**src/rtl/sfsc_pkg.sv**
```systemverilog
// Shared types, codes and the CRC-16 byte update for the frame checker.
// No dependencies.
`default_nettype none

package sfsc_pkg;

    localparam int unsigned HDR_BYTES   = 6;
    localparam int unsigned CNT_W       = 17;
    localparam logic [15:0] CRC_POLY    = 16'h1021;
    localparam logic [15:0] CRC_TOP     = 16'h8000;

    typedef logic [1:0] t_cfg_index;
    localparam t_cfg_index CFG_SYNC_FIRST  = 2'd0;
    localparam t_cfg_index CFG_SYNC_SECOND = 2'd1;
    localparam t_cfg_index CFG_MAX_PAYLOAD = 2'd2;

    localparam logic [7:0]  RST_SYNC_FIRST  = 8'h5A;
    localparam logic [7:0]  RST_SYNC_SECOND = 8'hA5;
    localparam logic [15:0] RST_MAX_PAYLOAD = 16'd250;

    typedef logic [1:0] t_status;
    localparam t_status ST_NONE    = 2'd0;
    localparam t_status ST_OK      = 2'd1;
    localparam t_status ST_LEN_ERR = 2'd2;
    localparam t_status ST_CRC_ERR = 2'd3;

    typedef struct packed {
        logic [7:0]  sync_first;
        logic [7:0]  sync_second;
        logic [15:0] max_payload;
    } t_cfg;

    typedef struct packed {
        t_status     frame_status;
        logic        payload_valid;
        logic [7:0]  payload_byte;
        logic [15:0] payload_offset;
        logic [15:0] payload_length;
    } t_result;

    // CRC-16, MSB first, no reflection
    function automatic logic [15:0] crc_byte(input logic [15:0] crc, input logic [7:0] b);
        logic [15:0] c;
        c = crc ^ {b, 8'h00};
        for (int k = 0; k < 8; k++) begin
            if ((c & CRC_TOP) != 16'h0000) begin
                c = {c[14:0], 1'b0} ^ CRC_POLY;
            end else begin
                c = {c[14:0], 1'b0};
            end
        end
        return c;
    endfunction

endpackage

`default_nettype wire

```
**src/rtl/sfsc_deframe.sv**
```systemverilog
// Frame state and per-byte decode: sync hunt, header, payload, CRC verdict.
// Depends on sfsc_pkg.
`default_nettype none

module sfsc_deframe (
    input  wire                    i_clk,
    input  wire                    i_rst_n,
    input  wire                    i_take,
    input  wire  [7:0]             i_byte,
    input  wire  sfsc_pkg::t_cfg   i_cfg,
    output sfsc_pkg::t_result      o_res
);
    import sfsc_pkg::*;

    logic [7:0]       r_prev,    n_prev;
    logic [CNT_W-1:0] r_cnt,     n_cnt;
    logic [15:0]      r_len,     n_len;
    logic [15:0]      r_crc_run, n_crc_run;
    logic [15:0]      r_crc_rx,  n_crc_rx;

    logic [CNT_W:0]   cnt_inc;
    logic [CNT_W:0]   frame_end;
    logic [15:0]      offs;

    assign cnt_inc   = {1'b0, r_cnt} + 1'b1;
    assign frame_end = (CNT_W + 1)'(r_len) + (CNT_W + 1)'(HDR_BYTES);
    assign offs      = r_cnt[15:0] - 16'(HDR_BYTES);

    always_comb begin
        n_prev    = r_prev;
        n_cnt     = r_cnt;
        n_len     = r_len;
        n_crc_run = r_crc_run;
        n_crc_rx  = r_crc_rx;
        o_res     = '0;

        priority if (r_cnt == '0) begin
            n_prev = i_byte;
            if (r_prev == i_cfg.sync_first && i_byte == i_cfg.sync_second) begin
                n_cnt     = CNT_W'(2);
                n_len     = '0;
                n_crc_rx  = '0;
                n_crc_run = crc_byte(crc_byte(16'h0000, i_cfg.sync_first),
                                     i_cfg.sync_second);
            end
        end else if (r_cnt < CNT_W'(HDR_BYTES)) begin
            n_cnt = cnt_inc[CNT_W-1:0];
            unique case (r_cnt[2:0])
                3'd2: begin
                    n_len     = {r_len[15:8], i_byte};
                    n_crc_run = crc_byte(r_crc_run, i_byte);
                end
                3'd3: begin
                    n_len     = {i_byte, r_len[7:0]};
                    n_crc_run = crc_byte(r_crc_run, i_byte);
                end
                3'd4: n_crc_rx = {r_crc_rx[15:8], i_byte};
                default: n_crc_rx = {i_byte, r_crc_rx[7:0]};
            endcase
            // header complete: length check, or verdict for an empty payload
            if (r_cnt == CNT_W'(HDR_BYTES - 1)) begin
                if (r_len > i_cfg.max_payload) begin
                    o_res.frame_status = ST_LEN_ERR;
                    n_cnt              = '0;
                end else if (r_len == '0) begin
                    o_res.frame_status = (r_crc_run == n_crc_rx) ? ST_OK : ST_CRC_ERR;
                    n_cnt              = '0;
                end
            end
        end else begin
            o_res.payload_valid  = 1'b1;
            o_res.payload_byte   = i_byte;
            o_res.payload_offset = offs;
            n_crc_run            = crc_byte(r_crc_run, i_byte);
            n_cnt                = cnt_inc[CNT_W-1:0];
            if (cnt_inc >= frame_end) begin
                o_res.frame_status = (n_crc_run == r_crc_rx) ? ST_OK : ST_CRC_ERR;
                n_cnt              = '0;
            end
        end
        o_res.payload_length = n_len;
    end

    always_ff @(posedge i_clk) begin
        if (!i_rst_n) begin
            r_prev    <= '0;
            r_cnt     <= '0;
            r_len     <= '0;
            r_crc_run <= '0;
            r_crc_rx  <= '0;
        end else if (i_take) begin
            r_prev    <= n_prev;
            r_cnt     <= n_cnt;
            r_len     <= n_len;
            r_crc_run <= n_crc_run;
            r_crc_rx  <= n_crc_rx;
        end
    end

endmodule

`default_nettype wire

```
**config.mk**
```make
export PLATFORM = sky130hd
export DESIGN_NAME = sfsc_deframe
export DESIGN_NICKNAME = d
export VERILOG_FILES = /design/src/rtl/sfsc_pkg.sv /design/src/rtl/sfsc_deframe.sv
export SDC_FILE = /design/constraint.sdc
export NUM_CORES = 1
export LEC_CHECK = 0
export CAP_MARGIN = 0
export CORE_UTILIZATION = 30
export DETAILED_ROUTE_END_ITERATION = 6
export DONT_BUFFER_PORTS = 1
export MAX_ROUTING_LAYER = met4
export PLACE_DENSITY = 0.47
export SLEW_MARGIN = 20
export SYNTH_ARGS = -nofsm -noshare
export SYNTH_HDL_FRONTEND = slang
export SYNTH_SLANG_ARGS = --single-unit
```
**constraint.sdc**
```tcl
create_clock -name i_clk -period 10.65 [get_ports i_clk]
set_clock_uncertainty 0.2 [all_clocks]
set_input_delay 0.5325 -clock i_clk [delete_from_list [all_inputs] [get_ports i_clk]]
set_output_delay 0.5325 -clock i_clk [all_outputs]
set_load 0.01 [all_outputs]
```
==> run summary, run 1 <==
### Floorplanning
- **placeable core region** 20,430 µm²
- **y dimension of the die** 147.2 µm
- **Die Outline Area** 21,670 µm²
- **number of placement rows** 52
- **starting utilization of the core area** 30.96%
- **IO Count** 86
- **die outline width** 147.2 µm

### STA
- **final hold violation count** 0
- **worst slew margin relative to its limit** 32.96%
- **max-slew violation total from the final report** 0
- **Sum Neg Setup Slack** 0 ps
- **highest attainable clock frequency** 189.9 MHz
- **RSZ-0062 raised after global routing** false
- **slew at the pin with the worst max-slew slack** 998.4 ps
- **final count of negative-setup-slack endpoints** 0
- **final critical-path share of the clock period** 49.44%
- **post-layout minimum cycle time** 5265 ps

### Yosys
- **Distinct cells, synth** 63
- **library cell with the highest instance count after synthesis** dfxtp_1
- **share of flip-flops with an asynchronous set or reset** 0%
- **number of synthesized flops with an enable pin** 0
- **Synth Net Count** 847
- **post-synthesis sequential area ratio** 23.11%
- **Syn Std Cell Area** 6325 µm²
- **area share of the leading cell type in the synthesized netlist** 23.11%
- **top cells by count, synth** dfxtp_1 (73), xnor2_1 (71), xor2_1 (68)
- **average cell area after synthesis** 8.289 µm²
- **Warnings, synthesis** 0
- **largest cells by area after synthesis** dfxtp_1 (23%), xnor2_1 (9.8%), xor2_1 (9.4%), ha_1 (8.1%), nand2_1 (3.8%)
- **Synth area leader** dfxtp_1
- **ys flop type** dfxtp_1
- **instance count of the mapped netlist** 763
- **flip-flop and latch count after synthesis** 73

### Clock network
- **clock-pin slew reported for the worst setup and hold paths after clock tree synthesis** 70 ps
- **TritonCTS buffer count** 9
- **root buf cell** clkbuf_16
- **number of setup buffers added after CTS** 0
- **clock tree from TritonCTS** yes
- **maximum level of the CTS H-tree** 3
- **number of gates given a new drive strength after cts** 0
- **Clk Latency, worst-skew pair** 360 ps
- **clk sinks** 73
- **count of hold buffers inserted by post-cts repair** 0
- **buffer depth of the longest clock path** 2

### Setup path
- **Critical R2R Capture** r_cnt[0]
- **Crit Reg-Reg Startpoint** r_cnt[2]
- **setup slack on the worst flop-to-flop path** 5870 ps
- **crit path capture** o_res[42]
- **required time of the critical path** 9920 ps
- **number of cells on the worst reg-to-reg path** 14
- **Critical Path AT** 4530 ps
- **type of the worst setup path** reg2out
- **crit path cell chain** ha_1 -> nand4_1 -> nor4_1 -> and3_1 -> xor2_1 -> ha_1 -> nand4_1 -> o41ai_1 -> a221oi_1 -> o311ai_0 -> nand2_1 -> o221ai_1
- **highest-delay cell along the critical path** nor4_1
- **crit-path max cell delay** 810 ps
- **capturing element type of the critical path** primary output
- **crit path from** r_cnt[2]
- **largest fanout on the critical path** 11
- **kind of start point of the critical path** flop

### Drt
- **total routed wirelength** 19,550 µm
- **drt drc** 0
- **DRT iter0 DRCs** 393
- **vias** 5,345
- **count of antenna-violating nets left after detailed routing** 0
- **vias per cell** 5.350
- **per-cell routed wire length** 19.57 µm
- **number of iterations in the first detailed-routing pass** 5

### Run
- **maxcap violations** 0

### GRT
- **vias in the first global route** 5,102
- **largest net degree at the start of global routing** 54
- **wire length of the first global-routing pass** 30,230 µm
- **antenna violations before repair** 3
- **global-route congestion overflow total** 0
- **overall track demand over capacity in global routing** 18.96%

### Pwr
- **leakage power** 2.687 nW
- **PwrDens** 121.2 nW/µm²
- **total power draw** 0.8206 mW
- **Max IR drop VDD** 0.08118 mV

### Placed design
- **hpwl dp** 14,430 µm
- **final estimated routing congestion in global placement** 0.8156
- **Port Buffer Count** 0
- **area of placed instances** 6447 µm²
- **# placed instances** 983

### Cells and area
- **P&R area growth vs syn** 7.082%
- **number of cells in the finished layout apart from fillers** 999
- **count of nets after finishing** 808
- **Inserted Diodes** 0
- **share of layout cells above drive strength 1** 5.624%
- **final cell area excluding filler cells** 6773 µm²

### Hold path
- **worst min-delay path category** in2reg

### Run status
- **status** finished clean

[cells in the final DEF (no fill, tap or decap), types with 3 or more instances in the layout]
| cell type | n |
|---|---|
| o211a_1 | 7 |
| nand2b_1 | 16 |
| xor2_1 | 68 |
| a22oi_1 | 16 |
| nor3b_1 | 4 |
| nand3_1 | 21 |
| and2_1 | 12 |
| nand4_1 | 18 |
| a22oi_2 | 8 |
| clkbuf_16 | 9 |
| ha_1 | 41 |
| nand2_1 | 64 |
| a22o_1 | 24 |
| inv_1 | 32 |
| xnor2_1 | 71 |
| o21ai_0 | 18 |
| and4_1 | 3 |
| nor2_1 | 33 |
| nor2b_1 | 28 |
| a211oi_1 | 3 |
| dfxtp_1 | 73 |
| o211ai_1 | 10 |
| mux2i_1 | 18 |
| nor4_1 | 13 |
| a21oi_1 | 18 |
| a31oi_1 | 3 |
| a21boi_0 | 17 |
| and3_1 | 8 |
| a32o_1 | 13 |
| nor3_1 | 11 |
| or3_1 | 5 |
| buf_4 | 4 |
[cell type report]
cell class	count	area [µm²]
Tap cell	270	337.8
Inverter	33	123.9
Sequential cell	73	1461
Timing Repair Buffer	4	30.03
Fill cell	2199	13660
Multi-Input combinational cell	603	4494
Clock buffer	9	225.2
Clock inverter	7	100.1
[routing by layer]
metal	wire length (µm)	vias up	global-route usage, %
met2	7865	148	25.21
met3	1171	15	4.099
li1	-	2610	-
met4	239	0	4.742
met5	0	-	-
met1	10270	2572	28.27
[how the worst min path moves through the flow]
stage	startpoint	endpoint	slack, ps	cells after the start
floorplan	r_prev[6]	r_prev[6]	260	2
global route	i_take	r_cnt[1]	60	1
finish	i_take	r_cnt[1]	80	1
global placement	r_prev[7]	r_prev[7]	280	2
detailed placement	r_prev[2]	r_prev[2]	290	2
CTS	i_take	r_cnt[1]	70	1
[cell families after synthesis]
group	Yosys count	share of synthesized area, %
fa+ha+maj	41	8.111
xor+xnor	141	19.76
simple gates	245	20.32
mux	20	3.264
flops	73	23.11
compound gates	156	19.53
buf+inv	87	5.915
[worst max-delay path: cells and delay by family, from the launching register on]
family | cells | cell delay [ps]
XOR/XNOR | 1 | 90
adder cells (fa/ha/maj) | 2 | 740
flip-flops | 1 | 540
AO/OA/AOI/OAI | 4 | 1220
AND/OR/NAND/NOR | 5 | 1580
[power by group]
group | total, mW | switching [mW] | internal, mW
Combinational | 0.182 | 0.105 | 0.0773
Clock | 0.343 | 0.136 | 0.207
Sequential | 0.295 | 0.0126 | 0.283
Total | 0.821 | 0.253 | 0.567
[metrics by stage]
step | hold WS (ps) | worst slack (ps) | utilization [%]
finish | 82.38 | 5385 | 33.15
global route | 64.70 | 5177 | 33.15
CTS | 66.24 | 5480 | 33.15
detailed placement | 285.5 | 5935 | 31.56
global placement | 281.2 | 6027 | 31.56
floorplan | 255.3 | 6734 | -
[state kept, by name, summed over array words and instances, names as in the netlist]
name,count
r_cnt,17
r_crc_run,16
r_len,16
r_crc_rx,16
r_prev,8
No activity file was read; power rests on OpenSTA's default activity.
==> inputs of run 2 (changes only) <==
- clock period: 10.65 -> 5 ns (I/O delays scaled with it)
==> run 2 against run 1 <==
Clock power increased by 94%. Via count increased by 0.79%. Flip-flop and latch count unchanged. First-iteration DRC count increased by 3.6%. Worst setup slack got worse by 4900 ps. Register-to-register slack got worse by 5400 ps. Highest routed layer unchanged. Die area unchanged. Routed wire length increased by 3.8%. Cell count increased by 1.0%. Largest power group unchanged. Hold slack got worse by 47 ps. Power increased by 110%.
==> run summary, run 2 (synthesis gave the netlist of run 1 again) <==
### STA
- **final hold violation count** 0
- **worst slew margin relative to its limit** 31.65%
- **final count of negative-setup-slack endpoints** 0
- **max-slew violation total from the final report** 0
- **highest attainable clock frequency** 221.0 MHz
- **final critical-path share of the clock period** 90.50%
- **RSZ-0062 raised after global routing** false
- **post-layout minimum cycle time** 4525 ps
- **slew at the pin with the worst max-slew slack** 1018 ps
- **Sum Neg Setup Slack** 0 ps
- **worst-case hold slack** 35.82 ps

### Drt
- **DRT iter0 DRCs** 407
- **vias** 5,387
- **per-cell routed wire length** 20.11 µm
- **count of antenna-violating nets left after detailed routing** 0
- **vias per cell** 5.339
- **number of iterations in the first detailed-routing pass** 5
- **total routed wirelength** 20,300 µm
- **drt drc** 0

### Cells and area
- **Inserted Diodes** 0
- **number of cells in the finished layout apart from fillers** 1,009
- **P&R area growth vs syn** 8.684%
- **fill count** 2,215
- **share of layout cells above drive strength 1** 6.089%
- **number of flip-flops in the largest register** 17
- **commonest cells after routing, fill and taps aside** xnor2_1 (71), dfxtp_1 (71), xor2_1 (68), nand2_1 (64), ha_1 (40)
- **count of nets after finishing** 820
- **final core utilization** 33.65%
- **register ranked first by flip-flop count** r_cnt

### Clock network
- **TritonCTS buffer count** 9
- **number of setup buffers added after CTS** 0
- **clock tree from TritonCTS** yes
- **buffer depth of the longest clock path** 2
- **root buf cell** clkbuf_16
- **maximum level of the CTS H-tree** 3
- **clk sinks** 73
- **Clk Latency, worst-skew pair** 350 ps
- **clock-pin slew reported for the worst setup and hold paths after clock tree synthesis** 60 ps

### Setup path
- **Crit Reg-Reg Startpoint** r_cnt[2]
- **crit-path max cell delay** 560 ps
- **highest-delay cell along the critical path** dlygate4sd3_1
- **crit path from** r_cnt[2]
- **critical path buffer and inverter count** 3
- **required time of the critical path** 5090 ps
- **crit path cell chain** ha_2 -> nand4_1 -> nor4_1 -> buf_4 -> and3_1 -> xor2_1 -> ha_1 -> nand4_1 -> o41ai_1 -> a221oi_1 -> o311ai_0 -> a221oi_2 -> buf_4 -> nand2_1 -> a31oi_1 -> dlygate4sd3_1
- **Critical Path AT** 4610 ps
- **capturing element type of the critical path** flop
- **largest fanout on the critical path** 16
- **Largest delay share family, worst path** compound AO/OA/AOI/OAI gates
- **kind of start point of the critical path** flop
- **type of the worst setup path** reg2reg

### Floorplanning
- **y dimension of the die** 147.2 µm
- **placeable core region** 20,430 µm²
- **die outline width** 147.2 µm
- **IO Count** 86
- **number of placement rows** 52
- **starting utilization of the core area** 30.96%
- **Die Outline Area** 21,670 µm²

### Hold path
- **worst min-delay path category** in2reg
- **startpoint of the tightest hold check path** i_rst_n

### Run status
- **status** finished clean

### GRT
- **largest net degree at the start of global routing** 49
- **wire length of the first global-routing pass** 31,720 µm
- **global-route congestion overflow total** 0
- **antenna violations before repair** 0
- **vias in the first global route** 5,263
- **overall track demand over capacity in global routing** 19.96%

### Placed design
- **# placed instances** 984
- **Port Buffer Count** 0
- **final estimated routing congestion in global placement** 0.8427
- **hpwl dp** 14,360 µm

### Pwr
- **leakage power** 2.720 nW
- **PwrDens** 248.3 nW/µm²
- **Max IR drop VDD** 0.1649 mV

### Run
- **maxcap violations** 0

-- run 2: cell count changes in the layout (fill, tap and decap cells not counted), moves of 2 or more --
cell,delta
clkinv_4,-2
dfxtp_2,+2
dlygate4sd3_1,+10
dfxtp_1,-2
clkinvlp_4,+2
-- run 2: metal layers --
metal	global-route usage, %	wire length [µm]	part of all wire (%)	vias up
li1	-	-	-	2628
met1	28.91	10390	51	2566
met2	26.96	8163	40	166
met3	3.727	1186	5.8	27
met4	7.320	554	2.7	0
met5	-	0	0	-
-- run 2: worst paths after layout --
kind / end / slack, ps / depth (start not counted)
max: r_cnt[1] / 480 / 16
min: r_crc_run[13] / 40 / 2
max reg2reg: r_cnt[1] / 480 / 16
min reg2reg: r_prev[0] / 290 / 2
-- run 2: repair_timing --
item                                    in CTS  in global routing
endpoints found under the setup margin       0                  1
hold endpoints to repair                    57                  0
hold buffers                                11                  0
gates resized for setup                      0                  3
-- run 2: power by group --
part	internal, mW	switching, mW	total, mW
Combinational	0.172	0.240	0.412
Sequential	0.602	0.0274	0.630
Clock	0.396	0.269	0.665
-- run 2: worst reg2reg max path: cells and delay by family (launching register included) --
kind                       cells  cell delay, ps
AOI/OAI and AO/OA              5            1100
buffers and inverters          3            1010
and+or+nand+nor                5             890
adders and majority gates      2             600
DFF                            1             450
xor gates and xnor gates       1             210
-- run 2: layout make-up --
type / instances / area [µm²] / area share (%)
timing repair buffer: 16 / 157.7 / 2.293
clock inverter: 4 / 53.80 / 0.7827
clock buffer: 10 / 239.0 / 3.477
sequential: 73 / 1464 / 21.30
multi-input combinational: 603 / 4498 / 65.43
tap: 270 / 337.8 / 4.914
inverter: 33 / 123.9 / 1.802
-- run 2: metrics by stage --
step	worst slack, ps	cell area, µm²	power, mW
6_report	475.2	6874	1.707
2_1_floorplan	1084	6325	0.9576
3_5_place_dp	824.2	6456	1.028
4_1_cts	265.7	6869	1.722
5_1_grt	58.80	6874	1.785
3_3_place_gp	943.2	6455	1.031
==> inputs of run 3 (changes only) <==
- BUFFER_PORTS_ARGS: unset -> -buffer_cell sky130_fd_sc_hd__buf_2
- DONT_BUFFER_PORTS: 1 -> unset
- PLACE_DENSITY: 0.47 -> 0.5
==> run 3 against run 2 <==
Non-clock buffer count is 74 higher. Critical path depth is 2 lower. Sequential share of layout area fell by 0.96 points. Power increased by 2.3%. Utilization rose by 1.5 points. Highest routed layer unchanged. Count of clock-buffer cells in the layout is 1 higher.
==> run summary, run 3 (synthesis gave the netlist of run 1 again) <==
### Run status
- **status** finished clean

### Clock network
- **Clk Latency, worst-skew pair** 350 ps
- **maximum level of the CTS H-tree** 3
- **number of gates given a new drive strength after cts** 0
- **clock tree from TritonCTS** yes
- **number of setup buffers added after CTS** 0
- **root buf cell** clkbuf_16
- **clk sinks** 73
- **buffer depth of the longest clock path** 2
- **clock-pin slew reported for the worst setup and hold paths after clock tree synthesis** 70 ps
- **count of hold buffers inserted by post-cts repair** 0
- **TritonCTS buffer count** 9

### Placed design
- **# placed instances** 1,069
- **Placement Setup Slack** 825.7 ps
- **area of placed instances** 6880 µm²
- **final estimated routing congestion in global placement** 0.8299
- **hpwl dp** 14,520 µm
- **Port Buffer Count** 85

### Cells and area
- **multi-input logic area** 4496 µm²
- **number of flip-flops in the largest register** 17
- **Inserted Diodes** 0
- **number of cells in the finished layout apart from fillers** 1,085
- **commonest cells after routing, fill and taps aside** buf_2 (85), dfxtp_1 (73), xnor2_1 (71), xor2_1 (68), nand2_1 (64)
- **fill count** 2,197
- **final cell area excluding filler cells** 7187 µm²
- **most common library cell in the layout ignoring fill and taps** buf_2
- **count of nets after finishing** 894
- **combined flip-flop and latch cell area** 1461 µm²
- **P&R area growth vs syn** 13.63%
- **share of layout cells above drive strength 1** 15.58%
- **register ranked first by flip-flop count** r_cnt

### Setup path
- **setup slack on the worst flop-to-flop path** 770 ps
- **capturing element type of the critical path** primary output
- **crit-path max cell delay** 530 ps
- **kind of start point of the critical path** flop
- **required time of the critical path** 4550 ps
- **largest fanout on the critical path** 11
- **highest-delay cell along the critical path** dfxtp_1
- **crit path cell chain** ha_1 -> nand4_1 -> nor4_1 -> buf_4 -> and3_1 -> xor2_1 -> ha_1 -> nand4_1 -> o41ai_1 -> a221oi_1 -> o311ai_0 -> nand2_1 -> o221ai_1 -> buf_2
- **type of the worst setup path** reg2out
- **Critical Path AT** 4170 ps

### Drt
- **total routed wirelength** 19,610 µm
- **DRT iter0 DRCs** 351
- **count of antenna-violating nets left after detailed routing** 0
- **vias** 5,613
- **drt drc** 0
- **vias per cell** 5.173
- **number of iterations in the first detailed-routing pass** 5
- **per-cell routed wire length** 18.07 µm

### GRT
- **vias in the first global route** 5,283
- **wire length of the first global-routing pass** 30,440 µm
- **overall track demand over capacity in global routing** 18.84%
- **global-route congestion overflow total** 0
- **antenna violations before repair** 2
- **largest net degree at the start of global routing** 54

### Pwr
- **PwrDens** 243.0 nW/µm²
- **Max IR drop VDD** 0.1784 mV
- **total power draw** 1.747 mW
- **leakage power** 3.080 nW

### STA
- **max-slew violation total from the final report** 0
- **RSZ-0062 raised after global routing** false
- **final hold violation count** 0
- **final count of negative-setup-slack endpoints** 0
- **final critical-path share of the clock period** 92.46%
- **worst slew margin relative to its limit** 32.26%
- **final worst slack** 376.8 ps
- **slew at the pin with the worst max-slew slack** 1009 ps
- **highest attainable clock frequency** 216.3 MHz
- **Sum Neg Setup Slack** 0 ps
- **post-layout minimum cycle time** 4623 ps

### Floorplanning
- **die outline width** 147.2 µm
- **y dimension of the die** 147.2 µm
- **Die Outline Area** 21,670 µm²
- **number of placement rows** 52
- **placeable core region** 20,430 µm²
- **starting utilization of the core area** 30.96%
- **IO Count** 86

### Hold path
- **worst min-delay path category** in2reg

### Run
- **maxcap violations** 0

[run 3: path summary, 6_finish.rpt]
check | startpoint | endpoint | cells after the start
worst min register to register | r_prev[2] | r_prev[2] | 2
worst max register to register | r_cnt[2] | r_cnt[6] | 14
worst min-delay path | i_take | r_cnt[1] | 2
worst max-delay path | r_cnt[2] | o_res[42] | 14
[run 3: per-layer routing]
layer | global-route usage, % | up-vias | wire length (µm)
met4 | 3.918 | 0 | 163
met5 | - | - | 0
met3 | 3.758 | 8 | 1072
met1 | 27.61 | 2645 | 10340
met2 | 26.25 | 162 | 8034
li1 | - | 2798 | -
[run 3: cell type report]
type                       instances  share of cell area, %
multi-input combinational        603                  62.55
sequential                        73                  20.33
timing repair buffer              90                  6.442
tap                              270                  4.701
clock buffer                      11                  3.377
inverter                          33                  1.724
clock inverter                     5                 0.8705
[run 3: stage by stage]
step                hold WS [ps]  utilization [%]
floorplan                  255.3                -
global placement           273.5            33.68
detailed placement         283.1            33.68
CTS                        95.74            35.17
global route               130.9            35.18
finish                     117.8            35.18
[run 3: report_power, final]
part           internal [mW]  switching (mW)  leakage [nW]
Clock                  0.403           0.275         0.142
Combinational          0.175           0.265          2.35
Sequential             0.602          0.0267         0.590
[run 3: critical path: cells and delay by family, from the launching register on]
family                     cells  cell delay [ps]
DFF                            1              530
AOI/OAI and AO/OA              4             1110
xor gates and xnor gates       1              220
adders and majority gates      2              580
buffers and inverters          2              400
and+or+nand+nor                5              990
